<file path="src/brq_pkg.sv">
// Shared constants, types and helpers for the byte ring queue.
`default_nettype none
package brq_pkg;

    localparam int DEPTH    = 1024;
    localparam int RESERVED = 1;
    localparam int MAX_XFER = 8;

    localparam int LANES    = 8;
    localparam int LANE_W   = 3;
    localparam int PTR_W    = $clog2(DEPTH);
    localparam int ROWS     = DEPTH / LANES;
    localparam int ROW_W    = PTR_W - LANE_W;
    localparam int CNT_W    = $clog2(DEPTH + 1);
    localparam int CAP      = DEPTH - RESERVED;
    localparam int REP_W    = 10;
    localparam int LEN_W    = 4;
    localparam int DATA_W   = 64;
    localparam int CMD_W    = 2;

    localparam int Q_DEPTH  = 4;
    localparam int Q_PTR_W  = 2;
    localparam int Q_CNT_W  = 3;

    typedef enum logic [CMD_W-1:0] {
        CMD_PUT  = 2'd0,
        CMD_GET  = 2'd1,
        CMD_PEEK = 2'd2,
        CMD_BAD  = 2'd3
    } t_cmd;

    typedef struct packed {
        logic              ok;
        logic              wr;
        logic              rd;
        logic [LEN_W-1:0]  len;
        logic [PTR_W-1:0]  ptr;
        logic [DATA_W-1:0] data;
        logic [REP_W-1:0]  used;
        logic [REP_W-1:0]  free;
    } t_op;

    function automatic logic [PTR_W-1:0] ptr_advance(input logic [PTR_W-1:0] ptr,
                                                     input logic [LEN_W-1:0] len);
        logic [PTR_W:0] sum;
        sum = {1'b0, ptr} + (PTR_W+1)'(len);
        if (sum >= (PTR_W+1)'(DEPTH)) begin
            sum = sum - (PTR_W+1)'(DEPTH);
        end
        return sum[PTR_W-1:0];
    endfunction

    function automatic logic [REP_W-1:0] report(input logic [CNT_W-1:0] cnt);
        logic [CNT_W+REP_W-1:0] ext;
        ext = {{REP_W{1'b0}}, cnt};
        return ext[REP_W-1:0];
    endfunction

endpackage
`default_nettype wire

</file>
<file path="src/brq_fifo.sv">
// Short operation queue between the front end and the storage back end.
`default_nettype none
module brq_fifo (
    input  wire              i_clk,
    input  wire              i_rst_n,
    input  wire              i_push,
    input  brq_pkg::t_op     i_op,
    output logic             o_ready,
    output logic             o_valid,
    input  wire              i_pop,
    output brq_pkg::t_op     o_op
);

    brq_pkg::t_op                r_ent [brq_pkg::Q_DEPTH];
    logic [brq_pkg::Q_PTR_W-1:0] r_wp;
    logic [brq_pkg::Q_PTR_W-1:0] r_rp;
    logic [brq_pkg::Q_CNT_W-1:0] r_cnt;
    logic                        do_push;
    logic                        do_pop;

    assign o_ready = r_cnt != brq_pkg::Q_CNT_W'(brq_pkg::Q_DEPTH);
    assign o_valid = r_cnt != '0;
    assign o_op    = r_ent[r_rp];
    assign do_push = i_push && o_ready;
    assign do_pop  = i_pop && o_valid;

    always_ff @(posedge i_clk) begin
        if (do_push) begin
            r_ent[r_wp] <= i_op;
        end
    end

    always_ff @(posedge i_clk) begin
        if (!i_rst_n) begin
            r_wp  <= '0;
            r_rp  <= '0;
            r_cnt <= '0;
        end else begin
            if (do_push) begin
                r_wp <= r_wp + 1'b1;
            end
            if (do_pop) begin
                r_rp <= r_rp + 1'b1;
            end
            if (do_push && !do_pop) begin
                r_cnt <= r_cnt + 1'b1;
            end else if (do_pop && !do_push) begin
                r_cnt <= r_cnt - 1'b1;
            end
        end
    end

endmodule
`default_nettype wire

</file>
<file path="config.mk">
export PLATFORM = sky130hd
export DESIGN_NAME = brq_fifo
export DESIGN_NICKNAME = d
export VERILOG_FILES = /design/src/brq_pkg.sv /design/src/brq_fifo.sv
export SDC_FILE = /design/constraint.sdc
export NUM_CORES = 1
export LEC_CHECK = 0
export BUFFER_PORTS_ARGS = -buffer_cell sky130_fd_sc_hd__buf_2
export CORE_MARGIN = 3
export CORE_UTILIZATION = 30
export DETAILED_ROUTE_END_ITERATION = 7
export PLACE_DENSITY = 0.49
export REMOVE_ABC_BUFFERS = 1
export SLEW_MARGIN = 5
export SYNTH_ARGS = -nofsm -noshare
export SYNTH_HDL_FRONTEND = slang
export SYNTH_SLANG_ARGS = --single-unit
</file>
<file path="constraint.sdc">
create_clock -name i_clk -period 3.7 [get_ports i_clk]
set_input_delay 0.185 -clock i_clk [delete_from_list [all_inputs] [get_ports i_clk]]
set_output_delay 0.185 -clock i_clk [all_outputs]
set_load 0.01 [all_outputs]
</file>
# == Word-level counts from Yosys, hierarchy flattened ==
# Memory sizes are Yosys's and may differ from the RTL's. A register that Yosys moved wholly into a read port is not among the register bits.
# Index checks and enable logic that the tools add are counted.
# word_totals
ff_bits,7
ramBits,404
inputBits,105
output_inout_bits,103
elab_cells,23
memories,1
# mem_list
memory,depth,word_bits,read_ports,rd_clocked_by_memory_dff,wr,line,source
r_ent,4,101,1,1,1,brq_fifo.sv:14,brq_pkg::t_op r_ent [brq_pkg::Q_DEPTH];
# classes
n_addsub,4
n_eq_ne,1
n_mux,6
reduce_logical,8
# ops
op,n
3-bit two-way mux,2
2-bit by 1-bit adder with 2-bit output (second input constant),2
1-bit logical AND,4
2-bit two-way mux,2
3-bit by 1-bit adder with 3-bit output (second input constant),1
3-bit != test (second input constant),1
3-bit nonzero test,1
3-bit by 1-bit subtractor with 3-bit output (second input constant),1
1-bit zero test,2
1-bit two-way mux,2
2-bit nonzero test,1

# == Logic depth before layout (Yosys ltp) ==
# depth
ltp_word,6
depth_mapped,8
mapped_depth_nobuf,8

# == Worst setup path before layout ==
# OpenSTA, ideal clock, no wires.
# synth_path
kind,register to register
start,register r_cnt[0] in the netlist's numbering
end,memory r_ent[2][0] in the netlist's numbering (enable)
setup_ns,0.471
arrival_time_ns,3.178
required_time_ns,3.229
path_slack_ns,0.050
stages_incl_launch_ff,4
path_buffers,0
synth_period_minus_slack_ns,3.650
cell_sequence,dfxtp_1 -> nor2_1 -> a21boi_2 -> and2_1
# synth_between
elab_chain_cells,4
# synth_lines
item,line,source
from (decl),brq_fifo.sv:17,logic [brq_pkg::Q_CNT_W-1:0] r_cnt;
from (signal assigned),brq_fifo.sv:46,r_cnt <= r_cnt + 1'b1;
from (signal assigned),brq_fifo.sv:48,r_cnt <= r_cnt - 1'b1;
3-bit != test,brq_fifo.sv:21,assign o_ready = r_cnt != brq_pkg::Q_CNT_W'(brq_pkg::Q_DEPTH);
1-bit logical AND,brq_fifo.sv:24,assign do_push = i_push && o_ready;
named net do_push,brq_fifo.sv:18,logic do_push;
1-bit two-way mux,brq_fifo.sv:28,if (do_push) begin
1-bit two-way mux (implied by the code),brq_fifo.sv:29,r_ent[r_wp] <= i_op;
to (decl),brq_fifo.sv:14,
# The timed path passes the listed nets, and every way through them passes these cells.

==> impl_metrics.ini <==
[sta]
layout_min_cycle_time_ns = 2.67
finalSetupTns_ns = 0
timing.hold.ws_ns = 0.0809
setup_viol = 0
relSlewSlack = 0.447
hold_viol = 0
skew_ns = 0.0220
grt_setup_unrepaired = no
fin_crit_sh = 0.720
max_clock_freq_ghz = 0.375
tightest_slew_ns = 0.830
drv_slew = 0

[global_route]
grt_pass1_vias = 7695
gr-usage-all-layers = 0.120
antenna_found_initial = 5
grt_max_degree = 102
grt_pass1_wl_um = 48300
grt-ovfl-total = 0

[floorplan]
rows = 81
dieArea_um2 = 52900
die_h_um = 230
core_um2 = 49300
die_w_um = 230
initial_core_util = 0.306
ios = 208

[clocking]
clock_latency_ns = 0.56
clkTransAtPathRegs_ns = 0.06
clockBufferDepth = 3
cts_tree = built
cts_buffers = 45
ctsHoldBuffers = 102
clock_sinks = 413
htree_levels = 2
ctsResizeCount = 0
cts_setup_buffers = 0
cts_root_buffer = clkbuf_16

[route]
drt-pass1-iter-count = 4
first_iter_violations = 464
wl_per_cell_um = 19.5
vias = 7115
ant_nets = 0
avgViaCountPerCell = 4.38
drc_errors = 0
wirelength_um = 31700

[layout]
area_delta_synth_final_pct = 28.9
final_nets = 1033
post_route_cells_drive_above_1_share = 0.412

[yosys]
synth.distinct_cells = 22
ys_top_cells_by_count = edfxtp_1, mux4_2, buf_2, buf_6, dfxtp_1
syn_area_um2 = 15100
synth_area_per_cell_um2 = 26.2
ys_async_sr_fraction = 0
synth_edf_count = 404
synthTopCellsByArea = edfxtp_1, mux4_2, dfxtp_1
synth-seq-area-share = 0.818
synthFlopType = edfxtp_1
synth_most_common_cell = edfxtp_1
post-synth-top-area-fraction = 0.806
netlist_instances = 575
yosysTopAreaCell = edfxtp_1
ys_seq_elements = 413
ys_warn_count = 0

[worst_setup_path]
slowest_delay_ns = 0.72
crit_required_ns = 3.51
critPathKind = flip-flop to output pin
critPathArrivalTime_ns = 2.48
crit_buf_inv = 2
crit_cells = 3
reg2regPathDepth = 8
cp-start-kind = flip-flop
cpLargestDelayFamily = flip-flops
endpoint = o_op[99]
critPathMaxFanout = 40
cp-end-kind = output pin
crit_slowest_cell = dfxtp_4
r2r-end = r_cnt[2]
path_cells = buf_12 -> mux4_2 -> buf_2
r2r_slack_ns = 1.36
rr_startpoint = r_cnt[0]

[placed_design]
portBuffers = 207
gp_congestion = 0.692
dp_hpwl_um = 18900

[power_and_ir_drop]
power.leakage_nw = 6.47
power_mw = 13.1
p_per_area_nw_per_um2 = 674
ir_drop_mv = 0.292

[job]
maxCapViolCount = 0

[status]
status = complete, no violations

[hold_path]
hold_path_class = input port to flip-flop
[per-stage QoR]
step | setup slack, ns | instances | utilization | instance area, µm²
final | 1.03 | 1624 | 0.394 | 19400
after global routing | 0.860 | 1623 | 0.394 | 19400
after CTS | 0.913 | 1620 | 0.394 | 19400
after detailed placement | 1.37 | 1437 | 0.345 | 17000
after global placement | 1.43 | 1437 | 0.345 | 17000
after floorplan | -1.38 | 552 | - | 14900
[report_power, final]
part	switching [mW]	internal, mW
Combinational	1.47	1.44
Clock	1.75	2.51
Sequential	0.234	5.68
Total	3.45	9.63
[cell usage in the layout, fill, tap and decap left out, types with 4 or more instances in the layout]
master	count
mux4_2	101
and2_1	4
buf_2	207
bufinv_16	4
buf_4	6
clkinv_2	10
clkbuf_16	45
and2_4	4
clkinv_1	9
ha_1	5
dlygate4sd3_1	102
clkbuf_1	8
buf_12	8
nand2_1	5
diode_2	4
dfxtp_1	7
edfxtp_1	404
[metal layers]
layer | vias to the layer above | global-route usage | wire length [µm]
met5 | - | 0 | 13
met3 | 51 | 0.0300 | 1700
li1 | 3179 | - | -
met4 | 2 | 0.0401 | 674
met1 | 3719 | 0.165 | 14200
met2 | 164 | 0.188 | 15100
[worst register-to-register path, delay by kind of cell (launching register included)]
| family | cells | cell delay [ns] |
|---|---|---|
| buffers and inverters | 1 | 0.07 |
| and+or+nand+nor | 2 | 0.41 |
| DFF | 1 | 0.47 |
| xor gates and xnor gates | 1 | 0.16 |
| AOI/OAI and AO/OA | 2 | 0.52 |
| adders and majority gates | 2 | 0.64 |
[logic make-up (layout without fill, tap and decap cells)]
group	Yosys count	in the layout	share of synthesized area
fa+ha+maj	6	6	0.00548
flops	413	413	0.818
other cells	0	4	0
buf+inv	26	407	0.0123
mux	104	104	0.153
compound gates	5	5	0.00299
xor+xnor	4	4	0.00233
simple gates	17	17	0.00607
[state kept, by name, indices dropped and copies added, names as in the netlist, named ones only]
name / flops
r_rp: 2
r_wp: 2
r_cnt: 3
r_ent: 404
[cell type report]
type	count	area, µm²
Clock inverter	28	245
Antenna cell	4	10.0
Inverter	3	11.3
Multi-Input combinational cell	136	2570
Fill cell	4522	29900
Timing Repair Buffer	323	2260
Sequential cell	413	12300
Tap cell	664	831
Clock buffer	53	1160
[worst min-delay path by stage]
stage	start	end	slack [ns]	cells after the start
after floorplan	i_op[0]	r_ent[0][0]	0.28	0
after global placement	i_op[45]	r_ent[3][45]	0.40	1
after detailed placement	i_op[92]	r_ent[1][92]	0.40	1
after CTS	i_pop	r_rp[0]	0.04	4
after global routing	i_pop	r_rp[0]	0.08	4
final	i_pop	r_rp[0]	0.08	4
No activity file was read; power rests on OpenSTA's default activity.
