File: src/brq_pkg.sv
// Shared constants, types and helpers for the byte ring queue.
`default_nettype none
package brq_pkg;

    localparam int DEPTH    = 1024;
    localparam int RESERVED = 1;
    localparam int MAX_XFER = 8;

    localparam int LANES    = 8;
    localparam int LANE_W   = 3;
    localparam int PTR_W    = $clog2(DEPTH);
    localparam int ROWS     = DEPTH / LANES;
    localparam int ROW_W    = PTR_W - LANE_W;
    localparam int CNT_W    = $clog2(DEPTH + 1);
    localparam int CAP      = DEPTH - RESERVED;
    localparam int REP_W    = 10;
    localparam int LEN_W    = 4;
    localparam int DATA_W   = 64;
    localparam int CMD_W    = 2;

    localparam int Q_DEPTH  = 4;
    localparam int Q_PTR_W  = 2;
    localparam int Q_CNT_W  = 3;

    typedef enum logic [CMD_W-1:0] {
        CMD_PUT  = 2'd0,
        CMD_GET  = 2'd1,
        CMD_PEEK = 2'd2,
        CMD_BAD  = 2'd3
    } t_cmd;

    typedef struct packed {
        logic              ok;
        logic              wr;
        logic              rd;
        logic [LEN_W-1:0]  len;
        logic [PTR_W-1:0]  ptr;
        logic [DATA_W-1:0] data;
        logic [REP_W-1:0]  used;
        logic [REP_W-1:0]  free;
    } t_op;

    function automatic logic [PTR_W-1:0] ptr_advance(input logic [PTR_W-1:0] ptr,
                                                     input logic [LEN_W-1:0] len);
        logic [PTR_W:0] sum;
        sum = {1'b0, ptr} + (PTR_W+1)'(len);
        if (sum >= (PTR_W+1)'(DEPTH)) begin
            sum = sum - (PTR_W+1)'(DEPTH);
        end
        return sum[PTR_W-1:0];
    endfunction

    function automatic logic [REP_W-1:0] report(input logic [CNT_W-1:0] cnt);
        logic [CNT_W+REP_W-1:0] ext;
        ext = {{REP_W{1'b0}}, cnt};
        return ext[REP_W-1:0];
    endfunction

endpackage
`default_nettype wire

File: src/brq_ifs.sv
// Valid/ready channel interfaces for requests and responses.
`default_nettype none
interface brq_in_if;
    logic                         valid;
    logic                         ready;
    logic [brq_pkg::CMD_W-1:0]    command;
    logic [brq_pkg::LEN_W-1:0]    length;
    logic [brq_pkg::DATA_W-1:0]   write_bytes;

    modport source (output valid, command, length, write_bytes, input ready);
    modport sink   (input valid, command, length, write_bytes, output ready);
endinterface

`default_nettype wire

File: src/brq_front.sv
// Request front end: admission checks, pointer and count bookkeeping.
`default_nettype none
module brq_front (
    input  wire              i_clk,
    input  wire              i_rst_n,
    brq_in_if.sink           i_in,
    input  wire              i_q_ready,
    output logic             o_q_valid,
    output brq_pkg::t_op     o_op
);

    logic [brq_pkg::PTR_W-1:0] r_rd_ptr, n_rd_ptr;
    logic [brq_pkg::PTR_W-1:0] r_wr_ptr, n_wr_ptr;
    logic [brq_pkg::CNT_W-1:0] r_held, n_held;
    logic [brq_pkg::CNT_W-1:0] free_now;
    logic [brq_pkg::CNT_W-1:0] len_ext;
    logic                      len_ok;
    logic                      put_ok;
    logic                      take_ok;
    logic                      is_get;
    logic                      accept;

    assign i_in.ready = i_q_ready;
    assign accept     = i_in.valid && i_q_ready;
    assign o_q_valid  = i_in.valid;

    always_comb begin
        free_now = brq_pkg::CNT_W'(brq_pkg::CAP) - r_held;
        len_ext  = brq_pkg::CNT_W'(i_in.length);
        len_ok   = i_in.length <= brq_pkg::LEN_W'(brq_pkg::MAX_XFER);
        put_ok   = len_ok && (i_in.command == brq_pkg::CMD_PUT) && (len_ext <= free_now);
        is_get   = i_in.command == brq_pkg::CMD_GET;
        take_ok  = len_ok && (is_get || (i_in.command == brq_pkg::CMD_PEEK))
                   && (len_ext <= r_held);

        n_rd_ptr = r_rd_ptr;
        n_wr_ptr = r_wr_ptr;
        n_held   = r_held;
        if (put_ok) begin
            n_wr_ptr = brq_pkg::ptr_advance(r_wr_ptr, i_in.length);
            n_held   = r_held + len_ext;
        end else if (take_ok && is_get) begin
            n_rd_ptr = brq_pkg::ptr_advance(r_rd_ptr, i_in.length);
            n_held   = r_held - len_ext;
        end

        o_op.ok   = put_ok || take_ok;
        o_op.wr   = put_ok;
        o_op.rd   = take_ok;
        o_op.len  = i_in.length;
        o_op.ptr  = put_ok ? r_wr_ptr : r_rd_ptr;
        o_op.data = i_in.write_bytes;
        o_op.used = brq_pkg::report(n_held);
        o_op.free = brq_pkg::report(brq_pkg::CNT_W'(brq_pkg::CAP) - n_held);
    end

    always_ff @(posedge i_clk) begin
        if (!i_rst_n) begin
            r_rd_ptr <= '0;
            r_wr_ptr <= '0;
            r_held   <= '0;
        end else if (accept) begin
            r_rd_ptr <= n_rd_ptr;
            r_wr_ptr <= n_wr_ptr;
            r_held   <= n_held;
        end
    end

endmodule
`default_nettype wire

File: src/flat_wrapper.sv
// flat-port wrapper written by rule: the top's interface ports become plain ports
module brq_front_flat 
  (i_clk, i_rst_n, i_q_ready, o_q_valid, o_op, i_in_valid, i_in_command, i_in_length, i_in_write_bytes, i_in_ready);
  brq_in_if i_in_i ();
  input  wire i_clk;
  input  wire i_rst_n;
  input  wire i_q_ready;
  output logic o_q_valid;
  output brq_pkg::t_op o_op;
  input wire logic [$bits(i_in_i.valid)-1:0] i_in_valid;
  input wire logic [$bits(i_in_i.command)-1:0] i_in_command;
  input wire logic [$bits(i_in_i.length)-1:0] i_in_length;
  input wire logic [$bits(i_in_i.write_bytes)-1:0] i_in_write_bytes;
  output wire logic [$bits(i_in_i.ready)-1:0] i_in_ready;
  assign i_in_i.valid = i_in_valid;
  assign i_in_i.command = i_in_command;
  assign i_in_i.length = i_in_length;
  assign i_in_i.write_bytes = i_in_write_bytes;
  assign i_in_ready = i_in_i.ready;
  brq_front u_core (.i_clk(i_clk), .i_rst_n(i_rst_n), .i_in(i_in_i), .i_q_ready(i_q_ready), .o_q_valid(o_q_valid), .o_op(o_op));
endmodule
File: config.mk
export PLATFORM = sky130hd
export DESIGN_NAME = brq_front_flat
export DESIGN_NICKNAME = d
export VERILOG_FILES = /design/src/brq_pkg.sv /design/src/brq_ifs.sv /design/src/brq_front.sv /design/src/flat_wrapper.sv
export SDC_FILE = /design/constraint.sdc
export NUM_CORES = 1
export LEC_CHECK = 0
export BUFFER_PORTS_ARGS = -buffer_cell sky130_fd_sc_hd__buf_2
export CORE_ASPECT_RATIO = 1.75
export CORE_UTILIZATION = 41
export DETAILED_ROUTE_END_ITERATION = 7
export PLACE_DENSITY = 0.76
export SLEW_MARGIN = 5
export SYNTH_ARGS = -nofsm -noshare
export SYNTH_HDL_FRONTEND = slang
export SYNTH_SLANG_ARGS = --single-unit
File: constraint.sdc
create_clock -name i_clk -period 2.59 [get_ports i_clk]
set_input_delay 0.259 -clock i_clk [delete_from_list [all_inputs] [get_ports i_clk]]
set_output_delay 0.259 -clock i_clk [all_outputs]
set_load 0.03 [all_outputs]
After elaboration in Yosys (flattened, before gate mapping)
Cells that the tools add are included.
- output and inout port bits: 103
- bits in latches: 0
- RAM bits: 0
- register bits: 31
- input port bits: 74
- memory bits (read-only): 0
- memories kept: 0
- magnitude comparators: 5
- add/subtract/negate cells: 8
- eq/ne operators: 2
- div/mod/pow operators: 0
- muxes and demuxes: 5
- reductions and logical operators: 11
- shift operators: 0
- bitwise logic cells: 1
- multiply operators: 0
- operators with widths (operator ; count):
    $mux W10 ; 3
    $add A10 B4 Y11 ; 2
    $ge A11 B11 Y1 const B ; 2
    $le A4 B11 Y1 ; 2
    $mux W11 ; 2
    $sub A10 B1 Y10 const B ; 2
    $add A11 B4 Y11 ; 1
    $sub A10 B11 Y11 const A ; 1
    $sub A11 B4 Y11 ; 1
    $sub A10 B10 Y10 const A ; 1
    $logic_and A1 B1 Y1 ; 6
    $le A4 B4 Y1 const B ; 1
    $reduce_and A3 Y1 ; 1
    $eq A2 B1 Y1 const B ; 1
    $eq A2 B2 Y1 const B ; 1
    $logic_not A2 Y1 ; 1
    $logic_or A1 B1 Y1 ; 2
    $reduce_and A2 Y1 ; 1
    $not A1 Y1 ; 1

Depth between registers and ports, before layout
Gate-level depths: netlist (run 1).
- depth after elaboration: 8
- depth in mapped cells: 12
- gate-level depth less buffers: 10

Least setup slack after synthesis (run 1)
OpenSTA, ideal clock, no wires.
- path kind: input to output
- start point: input port i_in_length[1]
- end point: output port o_op[92] in the netlist's numbering
- data required time: 2.331 ns
- buffers on the path: 2
- arrival time: 2.526 ns
- slack: -0.195 ns
- stages: 8
- cell sequence: inv_1 -> ha_1 -> nor4b_2 -> nor4b_2 -> a21o_4 -> buf_2 -> buf_1 -> o21ai_0
- RTL lines (element ; RTL line ; text):
    start: declaration ; flat_wrapper.sv:12 ; input wire logic [$bits(i_in_i.length)-1:0] i_in_length;
    end: declaration ; flat_wrapper.sv:9 ; output brq_pkg::t_op o_op;

==> key figures, run 1 <==
Global route
  – Total Routing Usage GR: 22.3%
  – First-pass GRT wire length: 15.6 mm
  – Vias in the first global route: 3260
  – Total congestion overflow: 0
  – Largest net degree at the start of global routing: 26
  – Antenna violations before repair: 0

Finish
  – Fraction of layout cells with a size suffix above 1: 43.1%
  – Area growth from synthesis to layout: 26.3%
  – Diodes inserted: 0
  – # nets final: 575
  – Layout fillers: 699

Logic synthesis
  – Post-synthesis instance area: 3530 µm²
  – YS warnings: 0
  – Most used DFF post-synth: dfxtp_1
  – Async S/R FF share, synth: 0%
  – Multiplexer share of the synthesized area: 3.55%
  – Synthesized area per cell: 7.89 µm²
  – Syn nets: 544
  – Post-Synthesis Cells: 447
  – Cell variety after synth: 71
  – Post-synth EDFFs: 0
  – Seq/Total Area, Yosys: 17.6%
  – Synth Area in Compound Gates: 15.6%
  – Synth Area in Simple Gates: 25.5%
  – Post-synthesis adder-cell area fraction: 9.01%
  – Post-synthesis register bit count: 31
  – Largest family of logic cells by synthesized area: simple AND/OR/NAND/NOR gates
  – Xor/xnor share of the synthesized area: 4.68%

Setup path
  – Critical path cell sequence: inv_4 > ha_4 > inv_2 > fa_2 > a21o_1 > a21oi_2 > nand2_1 > or3_4 > nand2_4 > xor2_1 > buf_4
  – CP max-delay cell: fa_2
  – Slowest stage delay, CP: 0.36 ns
  – FF-to-FF Start: u_core.r_held[1]
  – Crit path max-delay family: simple AND/OR/NAND/NOR gates
  – Worst Setup Start Kind: register
  – Levels on crit path: 11
  – R2R setup slack: 0.03 ns
  – R2R cell count: 11
  – CP Class: reg -> out
  – CP Launch Point: u_core.r_held[0]
  – Worst Setup EP: o_op[16]
  – Req. time, crit path: 2.33 ns
  – Crit. End Element: output pin
  – Buf/Inv on CP: 3
  – CP max FO: 3
  – Crit path DAT: 2.52 ns
  – RR Endpoint: u_core.r_wr_ptr[9]

Drt
  – Drt first pass iters: 4
  – Vias post-DR: 3213
  – DRT antenna net count: 0
  – Vias per inst: 5.42
  – Post-Route WL: 10.4 mm
  – Detailed router's first-iteration violation count: 152
  – # DRC: 0
  – Routed len/inst: 17.6 µm

STA
  – Fin crit period: 2.78 ns
  – # setup viols final: 16
  – RSZ-0062 raised after global routing: true
  – Clock Skew: 0.00297 ns
  – Period utilization: 107%
  – Setup TNS: -1.78 ns
  – Worst-margin pin slew: 0.778 ns
  – Slew Limit Fails: 0
  – Fmax: 360 MHz
  – Worst slew margin: 48.0%
  – Setup ws final: -0.185 ns
  – Total count of hold-check failures in the final report: 0

Clocking
  – Clk Latency, worst-skew pair: 0.29 ns
  – CTS Buf Count: 5
  – Clock Tree Buf Depth: 2
  – CTS Sinks: 31
  – H-tree Lvls: 2
  – CTS Hold Buffers Added: 0
  – Clk root buf: clkbuf_16
  – CTS tree: built
  – Worst-path clk slew: 0.05 ns

Pwr
  – PD cells: 351 nW/µm²
  – Lkg Pwr: 1.97 nW
  – VDD IR-drop max: 0.243 mV
  – Final Total Pwr: 1.56 mW

Run status
  – Status: finished with violations
  – Failing checks: negative setup slack

Min path
  – HP Start: u_core.r_wr_ptr[6]
  – Worst Hold Class: reg -> reg

Floorplan
  – Die area: 9000 µm²
  – Die X: 72.1 µm
  – Initial Util: 42.4%
  – Core area: 8310 µm²
  – FP Rows: 44
  – Ports: 177
  – Die H: 125 µm

Placement
  – Placed wire-length estimate: 7.17 mm
  – Final GP Congestion: 0.943
  – Number of I/O port buffers: 48

Run
  – Max-Cap Viols: 0
==> sequential cells by signal (all words and copies together), names as in the netlist <==
signal and count:
u_core.r_wr_ptr 10, u_core.r_rd_ptr 10, u_core.r_held 11
==> final cells by class <==
cell class	instances	area, µm²	area share, %
Multi-Input combinational cell	290	2400	53.8
Timing Repair Buffer	126	1040	23.3
Sequential cell	31	628	14.1
Tap cell	115	144	3.23
Clock buffer	6	139	3.12
Inverter	24	104	2.33
Clock inverter	1	5.00	0.112
==> worst min path at each step <==
| stage | to | slack [ns] | cells after the start |
|---|---|---|---|
| final | u_core.r_wr_ptr[6] | 0.49 | 2 |
| after floorplan | u_core.r_rd_ptr[7] | 0.41 | 2 |
| after global routing | u_core.r_wr_ptr[6] | 0.50 | 2 |
| after CTS | u_core.r_held[1] | 0.48 | 4 |
| after detailed placement | u_core.r_wr_ptr[6] | 0.49 | 2 |
| after global placement | u_core.r_rd_ptr[9] | 0.46 | 2 |
==> logic make-up (layout without fill, tap and decap cells) <==
kind of cell               after synthesis  in the layout
DFF                                     31             31
xor gates and xnor gates                18             18
buffers and inverters                  126            157
AOI/OAI and AO/OA                       76             76
adders and majority gates               23             23
and+or+nand+nor                        161            161
muxes                                   12             12
==> routing by layer <==
layer / track usage (%) / routed length (µm) / part of all wire [%] / vias up
li1: - / - / - / 1503
met5: 0 / 0 / 0 / -
met1: 21.3 / 3610 / 35 / 1513
met3: 2.75 / 549 / 5.3 / 79
met2: 39.4 / 5370 / 51 / 118
met4: 20.9 / 920 / 8.8 / 0
==> worst min-delay path: cells and delay by family, from the launching register on <==
kind / cells / cell delay [ns]
multiplexers: 1 / 0.05
AND/OR/NAND/NOR: 1 / 0.06
flip-flops: 1 / 0.33
==> stage by stage <==
step                hold slack (ns)  area, µm²  utilization, %  std cells  setup WS, ns
finish                        0.490       4460            53.6        593        -0.185
global route                  0.500       4460            53.6        593        -0.272
CTS                           0.481       4110            49.4        581        -0.201
detailed placement            0.487       3660            44.0        565        -0.152
global placement              0.459       3660            44.0        565        -0.113
floorplan                     0.411       3590               -        447       -0.0719
==> placed cells by master (no fill, tap or decap), types with 3 or more instances in the layout <==
master / count
nand4_1: 11
clkbuf_16: 5
o21ai_0: 11
o211ai_1: 4
inv_1: 19
dfxtp_1: 27
xor2_1: 8
nand2b_1: 10
o21bai_1: 3
nand2_4: 5
dfxtp_2: 3
nand2_1: 51
a21o_1: 6
nor2b_1: 3
ha_1: 13
buf_4: 75
nand3_1: 13
a21oi_1: 14
nor3_1: 3
buf_6: 30
nand2_2: 3
mux2i_1: 11
xnor2_1: 6
o21a_1: 3
and3_1: 4
o21ai_2: 4
buf_2: 18
nor2_1: 21
ha_4: 6
or3_1: 6
==> what timing repair did <==
| item | CTS | global route |
|---|---|---|
| pin swaps | 26 | 32 |
| buffers inserted | 10 | 12 |
| gates resized for setup | 63 | 80 |
| setup endpoints to repair | 31 | 31 |
==> power by group <==
group	total [mW]	internal, mW	switching, mW
registers	0.492	0.483	0.00868
clock network	0.605	0.375	0.229
logic	0.469	0.200	0.269
==> synthesized netlist by cell type, drive strengths merged, types with 4 or more instances <==
cell type | count | area (µm²)
dfxtp | 31 | 621
nor2 | 24 | 100
clkbuf | 6 | 23.8
xor2 | 9 | 78.8
o21ai | 17 | 88.8
nand2b | 11 | 68.8
o211ai | 5 | 42.5
nand4 | 12 | 81.3
buf | 96 | 726
fa | 4 | 80.1
nor4 | 5 | 73.8
mux2i | 11 | 110
or3 | 7 | 48.8
o21a | 4 | 30.0
inv | 24 | 97.6
and3 | 5 | 36.3
ha | 19 | 238
nand3 | 16 | 85.1
nor3 | 5 | 36.3
nand2 | 59 | 221
a21o | 7 | 60.1
a21oi | 17 | 96.4
xnor2 | 9 | 86.3
Note: power is estimated with default switching activity, not from simulation.
==> run 2, diff against run 1 <==
Settings changed: PLACE_DENSITY 0.76 to 0.73, SETUP_SLACK_MARGIN set to 0.5.
Clock period 2.59 ns to 3.4 ns, I/O delays scaled along.
==> run 2 against run 1 <==
The flow now finishes without violations. Die area did not move. Setup slack gained 0.70 ns. Clock skew about the same. Clock power down 19%. Cell area fell by 15%. Sequential share of layout area increased by 2.6 points. Sequential cell count unchanged. Sequential power decreased by 23%. Global-route usage shrank 0.61 points. Critical endpoint unchanged.
==> key figures, run 2 (same netlist as run 1, synthesis figures left out) <==
Pwr
  – PD cells: 304 nW/µm²
  – Lkg Pwr: 1.65 nW
  – VDD IR-drop max: 0.264 mV

Finish
  – Area growth from synthesis to layout: 7.87%
  – Top flop regs: u_core.r_held x11, u_core.r_rd_ptr x10, u_core.r_wr_ptr x10
  – Layout fillers: 829
  – Final non-filler cell area: 3810 µm²
  – Area of the multi-input gates: 2260 µm²
  – Sequential Area: 637 µm²
  – Most common cell after layout, fill and taps aside: nand2_1
  – # nets final: 526
  – Max FFs per register: 11
  – Fraction of layout cells with a size suffix above 1: 32.6%
  – Highest-count cells in the layout ignoring fill and taps: nand2_1 (58), buf_2 (37), buf_4 (35), dfxtp_1 (22), nor2_1 (21)
  – Diodes inserted: 0
  – Reg with most FFs: u_core.r_held

Global route
  – Antenna violations before repair: 0
  – First-pass GRT wire length: 15.1 mm
  – Largest net degree at the start of global routing: 27
  – Vias in the first global route: 3104
  – Total Routing Usage GR: 21.7%
  – Total congestion overflow: 0

Min path
  – Worst Hold Class: reg -> reg

STA
  – RSZ-0062 raised after global routing: true
  – Setup TNS: 0 ns
  – Worst-margin pin slew: 0.955 ns
  – Total count of hold-check failures in the final report: 0
  – Fin crit period: 2.89 ns
  – Fmax: 346 MHz
  – Slew Limit Fails: 0
  – Clock Skew: 0.00323 ns
  – Period utilization: 85.0%
  – # setup viols final: 0
  – Worst slew margin: 36.2%

Drt
  – Routed met2 length: 4.84 mm
  – Routed len/inst: 17.5 µm
  – Drt first pass iters: 4
  – Vias post-DR: 3033
  – DRT antenna net count: 0
  – Post-Route WL: 9.56 mm
  – DR top layer: met4
  – Vias per inst: 5.57
  – Detailed router's first-iteration violation count: 214
  – # DRC: 0
  – DR WL met3: 583 µm
  – Length of routed wiring on met1: 3.37 mm

Placement
  – Final GP Congestion: 0.886
  – Placed Area: 3200 µm²
  – Number of I/O port buffers: 48
  – Placed wire-length estimate: 6.75 mm

Floorplan
  – Die area: 9000 µm²
  – Initial Util: 42.4%
  – Ports: 177
  – Die H: 125 µm
  – Core area: 8310 µm²
  – Die X: 72.1 µm
  – FP Rows: 44

Setup path
  – Critical path cell sequence: inv_4 > ha_4 > inv_2 > fa_2 > a21o_1 > a21oi_2 > nand2_1 > or3_4 > nand2_4 > xor2_1 > buf_4
  – R2R cell count: 9
  – Slowest stage delay, CP: 0.42 ns
  – Crit path max-delay family: simple AND/OR/NAND/NOR gates
  – Levels on crit path: 11
  – RR Endpoint: u_core.r_rd_ptr[8]
  – FF-to-FF Start: u_core.r_held[2]
  – Worst Setup EP: o_op[16]
  – CP max-delay cell: or3_4
  – CP Launch Point: u_core.r_held[0]
  – CP Class: reg -> out
  – Crit. End Element: output pin
  – R2R setup slack: 0.92 ns
  – CP max FO: 4
  – Buf/Inv on CP: 3
  – Req. time, crit path: 3.06 ns
  – Crit path DAT: 2.55 ns
  – Worst Setup Start Kind: register

Clocking
  – Clk Latency, worst-skew pair: 0.28 ns
  – Clk root buf: clkbuf_16
  – Worst-path clk slew: 0.05 ns
  – CTS tree: built
  – H-tree Lvls: 2
  – CTS Sinks: 31
  – CTS Hold Buffers Added: 0
  – CTS Buf Count: 5
  – Clock Tree Buf Depth: 2

Run status
  – Status: complete, no violations

Run
  – Max-Cap Viols: 0
-- run 2: changes by cell type in the layout (fill, tap and decap cells not counted), moves of 4 or more --
cell and delta:
dfxtp_1 -5, nand2_4 -4, nand2_1 +7, buf_6 -28
o21ai_2 -4, buf_2 +19, dfxtp_2 +4, buf_4 -40
-- run 2: how the worst min path moves through the flow --
stage                        from            endpoint  depth (start not counted)
2_1_floorplan  u_core.r_rd_ptr[9]  u_core.r_rd_ptr[9]                          2
5_1_grt        u_core.r_rd_ptr[9]  u_core.r_rd_ptr[9]                          2
3_5_place_dp   u_core.r_wr_ptr[9]  u_core.r_wr_ptr[9]                          2
6_report       u_core.r_wr_ptr[9]  u_core.r_wr_ptr[9]                          2
3_3_place_gp   u_core.r_rd_ptr[9]  u_core.r_rd_ptr[9]                          2
4_1_cts        u_core.r_wr_ptr[6]  u_core.r_wr_ptr[6]                          2
-- run 2: through the flow --
stage | hold WS (ns) | power (mW) | instances | utilization [%] | worst slack, ns
after floorplan | 0.446 | 0.712 | 447 | - | 0.549
after global placement | 0.457 | 0.608 | 511 | 38.5 | 0.192
after detailed placement | 0.487 | 0.610 | 511 | 38.5 | 0.105
after CTS | 0.493 | 1.13 | 534 | 43.1 | 0.505
after global routing | 0.512 | 1.20 | 545 | 45.8 | 0.405
final | 0.489 | 1.16 | 545 | 45.8 | 0.511
-- run 2: tightest hold or removal path, delay by kind of cell (launching register included) --
| family | cells | cell delay (ns) |
|---|---|---|
| flip-flops | 1 | 0.31 |
| AO/OA/AOI/OAI | 2 | 0.13 |
-- run 2: what timing repair did --
| action | 4_1_cts | 5_1_grt |
|---|---|---|
| gates resized for setup | 28 | 41 |
| setup endpoints to repair | 29 | 23 |
| gates cloned | 1 | 0 |
| endpoints found under the hold margin | 0 | 0 |
| setup buffers | 14 | 11 |
| pin swaps | 6 | 20 |
-- run 2: cell type report --
type	count	share of cell area, %
sequential	31	16.7
inverter	24	2.93
multi-input combinational	290	59.5
timing repair buffer	76	12.7
tap	115	3.78
timing repair inverter	1	0.230
clock inverter	1	0.197
clock buffer	7	4.01
-- run 2: routing by layer --
layer  up-vias  global-route usage, %
met3        86                   3.24
met4         0                   20.2
met2       116                   36.9
met1      1418                   21.6
met5         -                      0
li1       1413                      -
-- run 2: power by group --
part           switching, mW  leakage (nW)  internal [mW]
clock network          0.177        0.0761          0.311
registers            0.00889         0.255          0.368
logic                  0.182          1.32          0.109
total                  0.368          1.65          0.788
